==> src/irpdt_pkg.sv <==
`timescale 1ns / 1ps
`default_nettype none
package irpdt_pkg;

	localparam int MAX_BITS = 64;
	localparam int BITS_W   = $clog2(MAX_BITS + 1);
	localparam int IDX_W    = $clog2(MAX_BITS);

	localparam int CODE_W   = 64;
	localparam int COUNT_W  = 7;
	localparam int IN_W     = 72;
	localparam int OUT_W    = 8;

	localparam int ADDR_W   = 5;
	localparam int DATA_W   = 32;

	localparam int HALF_W   = 8;
	localparam int CYC_W    = 10;
	localparam int MICRO_W  = 16;

	typedef enum logic [2:0] {
		PH_IDLE       = 3'd0,
		PH_LEAD_MARK  = 3'd1,
		PH_LEAD_SPACE = 3'd2,
		PH_BIT_MARK   = 3'd3,
		PH_BIT_SPACE  = 3'd4,
		PH_TRAILER    = 3'd5
	} phase_t;

	typedef enum logic [2:0] {
		REG_CARRIER_HIGH = 3'd0,
		REG_CARRIER_LOW  = 3'd1,
		REG_LEAD_MARK    = 3'd2,
		REG_LEAD_SPACE   = 3'd3,
		REG_ONE_MARK     = 3'd4,
		REG_ZERO_MARK    = 3'd5,
		REG_ONE_SPACE    = 3'd6,
		REG_ZERO_SPACE   = 3'd7
	} reg_idx_t;

	typedef struct packed {
		logic ir_level;
		logic busy_res;
		logic frame_done;
		logic load_rejected;
	} result_t;

endpackage
`default_nettype wire

==> src/ir_pulse_distance_transmitter_unit.sv <==
`timescale 1ns / 1ps
`default_nettype none
// Infrared pulse-distance transmitter. Each input transfer is either a load (tuser high: code
// bits, bit count, trailer flag) or a one-microsecond tick (tuser low); each gives exactly one
// result transfer carrying the output level, busy and rejected flags, with tlast marking the tick
// that ends a frame or the load of a frame with no segments. One item is taken per clock while
// the skid register is empty: all segment sequencing, including skipping any run of empty
// segments, is settled combinationally between the state registers and the result buffer. A
// two-entry result buffer (output register plus skid register) keeps the input side ready
// while one result waits. Timing registers are written over the APB port at byte address 4*i
// and take effect when the next segment or carrier half that uses them starts.
module ir_pulse_distance_transmitter_unit
	import irpdt_pkg::*;
(
	input  wire logic              clk,
	input  wire logic              arst_n,

	input  wire logic              s_tvalid,
	output      logic              s_tready,
	// code_bits [63:0], bit_count [70:64], send_trailer [71]
	input  wire logic [IN_W-1:0]   s_tdata,
	// mode [0]
	input  wire logic              s_tuser,

	output      logic              m_tvalid,
	input  wire logic              m_tready,
	// ir_level [0], busy_res [1], load_rejected [2], zero fill [7:3]
	output      logic [OUT_W-1:0]  m_tdata,
	output      logic              m_tlast,

	input  wire logic              psel,
	input  wire logic              penable,
	input  wire logic              pwrite,
	input  wire logic [ADDR_W-1:0] paddr,
	input  wire logic [DATA_W-1:0] pwdata,
	output      logic [DATA_W-1:0] prdata,
	output      logic              pready
);

	// configuration registers
	logic [HALF_W-1:0]  car_high_q, car_low_q;
	logic [CYC_W-1:0]   lead_mark_q, one_mark_q, zero_mark_q;
	logic [MICRO_W-1:0] lead_space_q, one_space_q, zero_space_q;

	// transmitter state
	phase_t              phase_q;
	logic [CODE_W-1:0]   shift_q;
	logic [BITS_W-1:0]   bits_q;
	logic                trailer_q;
	logic [CYC_W-1:0]    cycles_q;
	logic [MICRO_W-1:0]  micro_q;
	logic                high_q;

	// result buffer
	logic                out_valid_q, skid_valid_q;
	result_t             out_q, skid_q;

	logic                accept, pop, cfg_wr;
	logic                is_load, busy, is_mark;
	reg_idx_t            cfg_idx;

	logic [CODE_W-1:0]   in_code;
	logic [COUNT_W-1:0]  in_count;
	logic [BITS_W-1:0]   in_bits;
	logic                in_trailer;

	logic                car_ne, car_high_first;
	logic [MICRO_W-1:0]  car_micro;
	logic                lead_ne, ls_ne, one_mne, zero_mne, keep1, keep0;

	// tick results
	logic                half_end, ended;
	logic [MICRO_W-1:0]  micro_dec;
	logic [CYC_W-1:0]    cyc_dec;
	logic [CYC_W-1:0]    t_cycles;
	logic [MICRO_W-1:0]  t_micro;
	logic                t_high;

	// segment search results
	phase_t              sk_phase;
	logic [BITS_W-1:0]   sk_bits;
	logic                sk_trailer;
	logic [CYC_W-1:0]    sk_cycles;
	logic [MICRO_W-1:0]  sk_micro;
	logic                sk_high;

	result_t             res;

	assign pready   = 1'b1;
	assign cfg_wr   = psel && penable && pwrite && pready;
	assign cfg_idx  = reg_idx_t'(paddr[ADDR_W-1:2]);

	assign s_tready = !skid_valid_q;
	assign accept   = s_tvalid && s_tready;
	assign pop      = out_valid_q && m_tready;

	assign m_tvalid = out_valid_q;
	assign m_tdata  = {5'b0, out_q.load_rejected, out_q.busy_res, out_q.ir_level};
	assign m_tlast  = out_q.frame_done;

	assign is_load    = s_tuser;
	assign in_code    = s_tdata[CODE_W-1:0];
	assign in_count   = s_tdata[CODE_W+COUNT_W-1:CODE_W];
	assign in_trailer = s_tdata[CODE_W+COUNT_W];
	assign in_bits    = (in_count > COUNT_W'(MAX_BITS)) ? BITS_W'(MAX_BITS) : BITS_W'(in_count);

	assign busy    = phase_q != PH_IDLE;
	assign is_mark = (phase_q == PH_LEAD_MARK) || (phase_q == PH_BIT_MARK) ||
	                 (phase_q == PH_TRAILER);

	assign car_ne         = (car_high_q != '0) || (car_low_q != '0);
	assign car_high_first = car_high_q != '0;
	assign car_micro      = car_high_first ? MICRO_W'(car_high_q) : MICRO_W'(car_low_q);
	assign lead_ne        = (lead_mark_q != '0) && car_ne;
	assign ls_ne          = lead_space_q != '0;
	assign one_mne        = (one_mark_q != '0) && car_ne;
	assign zero_mne       = (zero_mark_q != '0) && car_ne;
	assign keep1          = one_mne || (one_space_q != '0);
	assign keep0          = zero_mne || (zero_space_q != '0);

	// configuration port
	always_ff @(posedge clk or negedge arst_n) begin
		if (!arst_n) begin
			car_high_q   <= HALF_W'(13);
			car_low_q    <= HALF_W'(13);
			lead_mark_q  <= CYC_W'(340);
			lead_space_q <= MICRO_W'(4496);
			one_mark_q   <= CYC_W'(20);
			zero_mark_q  <= CYC_W'(20);
			one_space_q  <= MICRO_W'(1711);
			zero_space_q <= MICRO_W'(594);
		end else if (cfg_wr) begin
			case (cfg_idx)
				REG_CARRIER_HIGH: car_high_q   <= pwdata[HALF_W-1:0];
				REG_CARRIER_LOW:  car_low_q    <= pwdata[HALF_W-1:0];
				REG_LEAD_MARK:    lead_mark_q  <= pwdata[CYC_W-1:0];
				REG_LEAD_SPACE:   lead_space_q <= pwdata[MICRO_W-1:0];
				REG_ONE_MARK:     one_mark_q   <= pwdata[CYC_W-1:0];
				REG_ZERO_MARK:    zero_mark_q  <= pwdata[CYC_W-1:0];
				REG_ONE_SPACE:    one_space_q  <= pwdata[MICRO_W-1:0];
				REG_ZERO_SPACE:   zero_space_q <= pwdata[MICRO_W-1:0];
				default: ;
			endcase
		end
	end

	always_comb begin
		case (cfg_idx)
			REG_CARRIER_HIGH: prdata = DATA_W'(car_high_q);
			REG_CARRIER_LOW:  prdata = DATA_W'(car_low_q);
			REG_LEAD_MARK:    prdata = DATA_W'(lead_mark_q);
			REG_LEAD_SPACE:   prdata = DATA_W'(lead_space_q);
			REG_ONE_MARK:     prdata = DATA_W'(one_mark_q);
			REG_ZERO_MARK:    prdata = DATA_W'(zero_mark_q);
			REG_ONE_SPACE:    prdata = DATA_W'(one_space_q);
			REG_ZERO_SPACE:   prdata = DATA_W'(zero_space_q);
			default:          prdata = '0;
		endcase
	end

	// one microsecond of the current segment
	assign half_end  = micro_q <= MICRO_W'(1);
	assign micro_dec = (micro_q == '0) ? '0 : micro_q - MICRO_W'(1);
	assign cyc_dec   = (cycles_q == '0) ? '0 : cycles_q - CYC_W'(1);

	always_comb begin
		t_cycles = cycles_q;
		t_micro  = micro_dec;
		t_high   = high_q;
		ended    = 1'b0;
		if (is_mark) begin
			if (half_end) begin
				if (high_q && (car_low_q != '0)) begin
					t_high  = 1'b0;
					t_micro = MICRO_W'(car_low_q);
				end else begin
					t_cycles = cyc_dec;
					if ((cyc_dec != '0) && car_ne) begin
						t_high  = car_high_first;
						t_micro = car_micro;
					end else begin
						ended = 1'b1;
					end
				end
			end
		end else if (half_end) begin
			ended = 1'b1;
		end
	end

	// next non-empty segment after the one that ended (or after a load)
	always_comb begin
		phase_t             ent;
		logic               e_idle, e_lm, e_ls, e_bm, e_bs;
		logic [CODE_W-1:0]  shf;
		logic [BITS_W-1:0]  bl, bl_dec, lim;
		logic               trl, cur_bit, cur_sp_ne, after_lm, search_on, found, bj;
		logic [MICRO_W-1:0] cur_sp;
		logic [IDX_W-1:0]   j;
		logic [MAX_BITS-1:0] cand;

		ent       = is_load ? PH_IDLE : phase_q;
		shf       = is_load ? in_code : shift_q;
		bl        = is_load ? in_bits : bits_q;
		trl       = is_load ? in_trailer : trailer_q;
		e_idle    = ent == PH_IDLE;
		e_lm      = ent == PH_LEAD_MARK;
		e_ls      = ent == PH_LEAD_SPACE;
		e_bm      = ent == PH_BIT_MARK;
		e_bs      = ent == PH_BIT_SPACE;
		bl_dec    = (bl == '0) ? '0 : bl - BITS_W'(1);
		cur_bit   = (bl != '0) && shf[IDX_W'(bl_dec)];
		cur_sp    = cur_bit ? one_space_q : zero_space_q;
		cur_sp_ne = cur_sp != '0;
		after_lm  = e_lm || (e_idle && !lead_ne);
		search_on = (after_lm && !ls_ne) || e_ls || e_bs || (e_bm && !cur_sp_ne);
		lim       = (e_bs || e_bm) ? bl_dec : bl;

		for (int i = 0; i < MAX_BITS; i++) begin
			cand[i] = (BITS_W'(i) < lim) && (shf[i] ? keep1 : keep0);
		end
		found = 1'b0;
		j     = '0;
		for (int i = 0; i < MAX_BITS; i++) begin
			if (cand[i]) begin
				found = 1'b1;
				j     = IDX_W'(i);
			end
		end
		bj = shf[j];

		sk_phase   = PH_IDLE;
		sk_bits    = bl;
		sk_trailer = trl;
		sk_cycles  = cycles_q;
		sk_micro   = micro_q;
		sk_high    = high_q;

		if (e_idle && lead_ne) begin
			sk_phase  = PH_LEAD_MARK;
			sk_cycles = lead_mark_q;
			sk_high   = car_high_first;
			sk_micro  = car_micro;
		end else if (after_lm && ls_ne) begin
			sk_phase = PH_LEAD_SPACE;
			sk_micro = lead_space_q;
		end else if (e_bm && cur_sp_ne) begin
			sk_phase = PH_BIT_SPACE;
			sk_micro = cur_sp;
		end else if (search_on) begin
			if (found) begin
				sk_bits = BITS_W'(j) + BITS_W'(1);
				if (bj ? one_mne : zero_mne) begin
					sk_phase  = PH_BIT_MARK;
					sk_cycles = bj ? one_mark_q : zero_mark_q;
					sk_high   = car_high_first;
					sk_micro  = car_micro;
				end else begin
					sk_phase = PH_BIT_SPACE;
					sk_micro = bj ? one_space_q : zero_space_q;
				end
			end else begin
				sk_bits    = '0;
				sk_trailer = 1'b0;
				if (trl && one_mne) begin
					sk_phase  = PH_TRAILER;
					sk_cycles = one_mark_q;
					sk_high   = car_high_first;
					sk_micro  = car_micro;
				end
			end
		end
	end

	// result of the item
	always_comb begin
		res = '0;
		if (is_load) begin
			if (busy) begin
				res.load_rejected = 1'b1;
				res.busy_res      = 1'b1;
			end else begin
				res.busy_res   = sk_phase != PH_IDLE;
				res.frame_done = sk_phase == PH_IDLE;
			end
		end else if (busy) begin
			res.busy_res   = 1'b1;
			res.ir_level   = is_mark && high_q;
			res.frame_done = ended && (sk_phase == PH_IDLE);
		end
	end

	// state update
	always_ff @(posedge clk or negedge arst_n) begin
		if (!arst_n) begin
			phase_q   <= PH_IDLE;
			shift_q   <= '0;
			bits_q    <= '0;
			trailer_q <= 1'b0;
			cycles_q  <= '0;
			micro_q   <= '0;
			high_q    <= 1'b0;
		end else if (accept) begin
			if (is_load) begin
				if (!busy) begin
					phase_q   <= sk_phase;
					shift_q   <= in_code;
					bits_q    <= sk_bits;
					trailer_q <= sk_trailer;
					cycles_q  <= sk_cycles;
					micro_q   <= sk_micro;
					high_q    <= sk_high;
				end
			end else if (busy) begin
				if (ended) begin
					phase_q   <= sk_phase;
					bits_q    <= sk_bits;
					trailer_q <= sk_trailer;
					cycles_q  <= sk_cycles;
					micro_q   <= sk_micro;
					high_q    <= sk_high;
				end else begin
					cycles_q <= t_cycles;
					micro_q  <= t_micro;
					high_q   <= t_high;
				end
			end
		end
	end

	// result buffer with skid register
	always_ff @(posedge clk or negedge arst_n) begin
		if (!arst_n) begin
			out_valid_q  <= 1'b0;
			skid_valid_q <= 1'b0;
		end else begin
			if (accept) begin
				if (!out_valid_q || pop) begin
					out_valid_q <= 1'b1;
				end else begin
					skid_valid_q <= 1'b1;
				end
			end else if (pop) begin
				if (skid_valid_q) begin
					skid_valid_q <= 1'b0;
				end else begin
					out_valid_q <= 1'b0;
				end
			end
		end
	end

	always_ff @(posedge clk) begin
		if (accept) begin
			if (!out_valid_q || pop) begin
				out_q <= res;
			end else begin
				skid_q <= res;
			end
		end else if (pop && skid_valid_q) begin
			out_q <= skid_q;
		end
	end

`ifndef SYNTHESIS
	a_skid_behind_out: assert property (@(posedge clk) disable iff (!arst_n)
		skid_valid_q |-> out_valid_q)
		else $error("skid entry held without output entry");

	a_active_has_time: assert property (@(posedge clk) disable iff (!arst_n)
		(phase_q != PH_IDLE) |-> (micro_q != '0))
		else $error("active segment with no time left");

	a_mark_has_cycles: assert property (@(posedge clk) disable iff (!arst_n)
		((phase_q == PH_LEAD_MARK) || (phase_q == PH_BIT_MARK) || (phase_q == PH_TRAILER))
		|-> (cycles_q != '0))
		else $error("mark running with no carrier cycles left");

	a_bits_in_range: assert property (@(posedge clk) disable iff (!arst_n)
		bits_q <= BITS_W'(MAX_BITS))
		else $error("bit count beyond frame size");
`endif

endmodule
`default_nettype wire

==> config.mk <==
export PLATFORM = sky130hd
export DESIGN_NAME = ir_pulse_distance_transmitter_unit
export DESIGN_NICKNAME = d
export VERILOG_FILES = /design/src/irpdt_pkg.sv /design/src/ir_pulse_distance_transmitter_unit.sv
export SDC_FILE = /design/constraint.sdc
export NUM_CORES = 1
export LEC_CHECK = 0
export BUFFER_PORTS_ARGS = -buffer_cell sky130_fd_sc_hd__buf_2
export CELL_PAD_IN_SITES_DETAIL_PLACEMENT = 0
export CELL_PAD_IN_SITES_GLOBAL_PLACEMENT = 2
export CORE_MARGIN = 3
export CORE_UTILIZATION = 36
export DETAILED_ROUTE_END_ITERATION = 12
export HOLD_SLACK_MARGIN = 0.15
export PLACE_DENSITY = 0.79
export SLEW_MARGIN = 25
export SYNTH_ARGS = -nofsm -noshare
export SYNTH_HDL_FRONTEND = slang
export SYNTH_SLANG_ARGS = --single-unit
export TNS_END_PERCENT = 20
==> constraint.sdc <==
create_clock -name clk -period 7.5 [get_ports clk]
set_input_delay 1.125 -clock clk [delete_from_list [all_inputs] [get_ports clk]]
set_output_delay 1.125 -clock clk [all_outputs]
set_load 0.005 [all_outputs]
==> results.yml <==
setup_path:
  worstPathMaxFanout: 12
  cp.arrival_ns: 7.51
  r2r_cells: 23
  path_delay_family: "compound AO/OA/AOI/OAI gates"
  cp.depth: 26
  cpPeakStageDelay_ns: 0.53
  crit_top_cell: "buf_4"
  path_buf_inv: 7
  cpMaxStageDelayCell: "or4_1"
  critPathCaptureType: "register"
  cp.required_ns: 7.90
  critPathKind: "in2reg"
  startpoint_type: "input pin"
die:
  core-area_mm2: 0.0495
  die_area_mm2: 0.0534
  die_w_um: 231
  die_y_um: 231
  start_util_pct: 36.9
  placementRows: 81
  io_pins: 161
synthesis:
  synth_top_family_by_area: "compound AO/OA/AOI/OAI gates"
  synthTopCellsByArea: "dfrtp_1 23%, mux2_2 12%, mux2i_1 8.9%"
  ys_seq_area_share_pct: 28.7
  ys_async_sr_fraction_pct: 96.1
  synth.distinct_cells: 126
  yosysMostFrequentCell: "mux2_2"
  syn_inst: 2069
  synthFlopType: "dfrtp_1"
  syn_area_mm2: 0.0182
  synth-edff-count: 8
  synthSimpleGateAreaFrac_pct: 17.8
  synthDominantCellAreaShare_pct: 23.0
  synth_compound_area_share_pct: 24.6
  yosys_warnings: 0
  synthAdderAreaFrac_pct: 0.617
  synthMuxAreaShare_pct: 22.3
  ys_ff_latch: 206
  yosys.area_share.xor_xnor_pct: 0.528
  synth_common_cells: "193 x mux2_2, 183 x nand2_1, 168 x dfrtp_1, 163 x mux2i_1, 154 x nor2_1"
  synth_area_leader_cell: "dfrtp_1"
  syn_area_per_cell_um2: 8.82
place:
  gp_congestion: 0.951
  port_buffers: 120
  pre_cts_ws_ns: 0.0488
  dp_hpwl_um: 61200
sta:
  max_slew_margin_pct: 30.2
  finalMaxSlewViolations: 0
  min_period_ns: 7.11
  fin_worst_skew_ns: 0.0322
  rsz0062_at_grt: "no"
  fmax_ghz: 0.141
  final.setup.worst_slack_ns: 0.392
  post-route-period-util_pct: 94.8
  hold_viol: 0
  finalSetupTns_ns: 0
  worstMarginPinSlew_ns: 1.05
  setup_violations: 0
worst_hold_path:
  whs_path_depth: 1
  min_path_type: "reg2reg"
power:
  vdd.ir_drop.worst_mv: 0.185
  pwr_density_cell_mw_per_mm2: 393
  power_switching_mw: 3.98
  comb_power_share_pct: 62.2
  p_sw_share_pct: 48.0
  p_seq_share_pct: 23.9
  clockPowerShare_pct: 13.9
  leakage_nw: 8.67
  p_int_mw: 4.31
  p_total_mw: 8.29
global_route:
  met2_usage_pct: 45.3
  track_usage_pct: 28.7
  grt_util_met1_pct: 39.9
  grt_pass1_wl_um: 117000
  gr-max-usage-layer: "met2"
  grt_pass1_vias: 17851
  antenna_found_initial: 2
  globalRouteOverflowTotal: 0
  grt_start_max_net_pins: 88
  use_met3_pct: 4.08
drt:
  drc: 0
  detail-route-antenna-nets: 0
  vias: 18372
  wire_per_inst_um: 26.8
  drt_first_iter_violations: 1962
  routed_wl_um: 78700
  firstDrtPassIters: 5
  viasPerCell: 6.26
clock_network:
  cts_resized: 0
  root_buffer: "clkbuf_16"
  cts_buffers: 24
  cts-htree-levels: 1
  clk_path_buf_depth: 3
  post_cts_buffers: 0
  cts_hold_buffers: 0
  cts_sinks: 206
  cts.reportedPaths.clkPinSlew_ns: 0.06
  cts_tree: "built"
  clk_latency_ns: 0.56
run_status:
  status: "complete, no violations"
final_layout:
  layout-drive-gt1-share_pct: 29.0
  nNetsFinal: 2377
  area_growth_pct: 15.5
  antennaDiodeCount: 0
run:
  maxCapViolations: 0
==> metrics by stage <==
step                instances  util, %  hold slack [ns]  instance area, µm²
floorplan                2089        -            0.469               18300
global placement         2889     41.1            0.483               20300
detailed placement       2889     41.1            0.492               20300
CTS                      2933     42.6            0.506               21100
global route             2933     42.6            0.514               21100
finish                   2933     42.6            0.506               21100
==> flip-flops by register name, summed over array words and instances, names as in the netlist, 8 cells and up <==
register,cells
micro_q,16
cycles_q,10
zero_space_q,16
lead_space_q,16
one_mark_q,10
car_low_q,8
lead_mark_q,10
zero_mark_q,10
one_space_q,16
car_high_q,8
shift_q,64
==> worst reg2reg max path: cells and delay by family, from the launching register on <==
family / cells / cell delay (ns)
AOI/OAI and AO/OA: 10 / 2.45
and+or+nand+nor: 7 / 2.22
buffers and inverters: 4 / 0.85
DFF: 1 / 0.44
adders and majority gates: 1 / 0.33
muxes: 1 / 0.20
==> layout make-up <==
type | instances | area [µm²]
fillers | 4973 | 28400
multi-input cells | 1689 | 12100
flip-flops and latches | 206 | 5230
repair buffers | 288 | 1960
well taps | 664 | 831
clock buffers | 35 | 672
inverters | 42 | 160
clock inverters | 9 | 90.1
==> cells in the final DEF, fill, tap and decap left out, types with 9 or more instances in the layout <==
| cell | netlist | final |
|---|---|---|
| a211oi_1 | 22 | 22 |
| a21o_1 | 12 | 12 |
| a21oi_1 | 134 | 133 |
| a21oi_2 | 8 | 9 |
| a221oi_1 | 16 | 16 |
| a22oi_1 | 19 | 19 |
| a31oi_1 | 28 | 28 |
| and2_1 | 12 | 12 |
| and3_1 | 14 | 14 |
| buf_2 | 23 | 118 |
| buf_4 | 34 | 162 |
| clkbuf_16 | 0 | 24 |
| conb_1 | 2 | 22 |
| dfrtp_1 | 168 | 168 |
| dfstp_2 | 30 | 30 |
| ha_1 | 9 | 9 |
| inv_1 | 37 | 37 |
| mux2_2 | 193 | 193 |
| mux2i_1 | 163 | 163 |
| nand2_1 | 183 | 182 |
| nand2b_1 | 13 | 13 |
| nand3_1 | 60 | 60 |
| nand4_1 | 19 | 19 |
| nor2_1 | 154 | 152 |
| nor2b_1 | 14 | 14 |
| nor3_1 | 48 | 47 |
| nor4_1 | 32 | 32 |
| o2111ai_1 | 9 | 9 |
| o211ai_1 | 37 | 37 |
| o21ai_0 | 149 | 148 |
| o21ai_1 | 21 | 21 |
| o22ai_1 | 19 | 18 |
| o31a_1 | 10 | 10 |
| o31ai_1 | 18 | 17 |
| or2_2 | 10 | 10 |
| or3_1 | 10 | 10 |
==> final timing paths <==
| check | start | to | slack [ns] |
|---|---|---|---|
| hold / removal | shift_q[16]$_DFFE_PN0P_ | shift_q[16]$_DFFE_PN0P_ | 0.51 |
| hold reg to reg | shift_q[16]$_DFFE_PN0P_ | shift_q[16]$_DFFE_PN0P_ | 0.51 |
| setup / recovery | s_tuser | micro_q[6]$_DFFE_PN0P_ | 0.39 |
| min in group asynchronous | arst_n | m_tvalid$_DFFE_PN0P_ | 0.66 |
| setup reg to reg | bits_q[1]$_DFFE_PN0P_ | micro_q[6]$_DFFE_PN0P_ | 0.84 |
| max in group asynchronous | arst_n | cycles_q[1]$_DFFE_PN0P_ | 5.49 |
==> cells by family (layout without fill, tap and decap cells) <==
logic type	after synthesis	after routing
xor+xnor	11	11
compound gates	645	645
mux	370	370
fa+ha+maj	9	9
simple gates	632	632
buf+inv	194	374
flops	206	206
other cells	2	22
==> per-layer routing <==
layer,vias to the layer above,routed length [µm]
li1,8226,-
met1,9083,34600
met2,881,35200
met3,180,5490
met4,2,3430
met5,-,8
==> power groups by stage <==
stage / Combinational [mW] / Sequential (mW) / Clock [mW]
final: 5.15 / 1.98 / 1.15
after global routing: 5.51 / 2.02 / 1.23
after CTS: 5.06 / 1.96 / 1.18
after detailed placement: 5.03 / 1.98 / 0
after global placement: 5.00 / 1.96 / 0
after floorplan: 3.29 / 1.77 / 0
(Power assumes the default switching activity.)
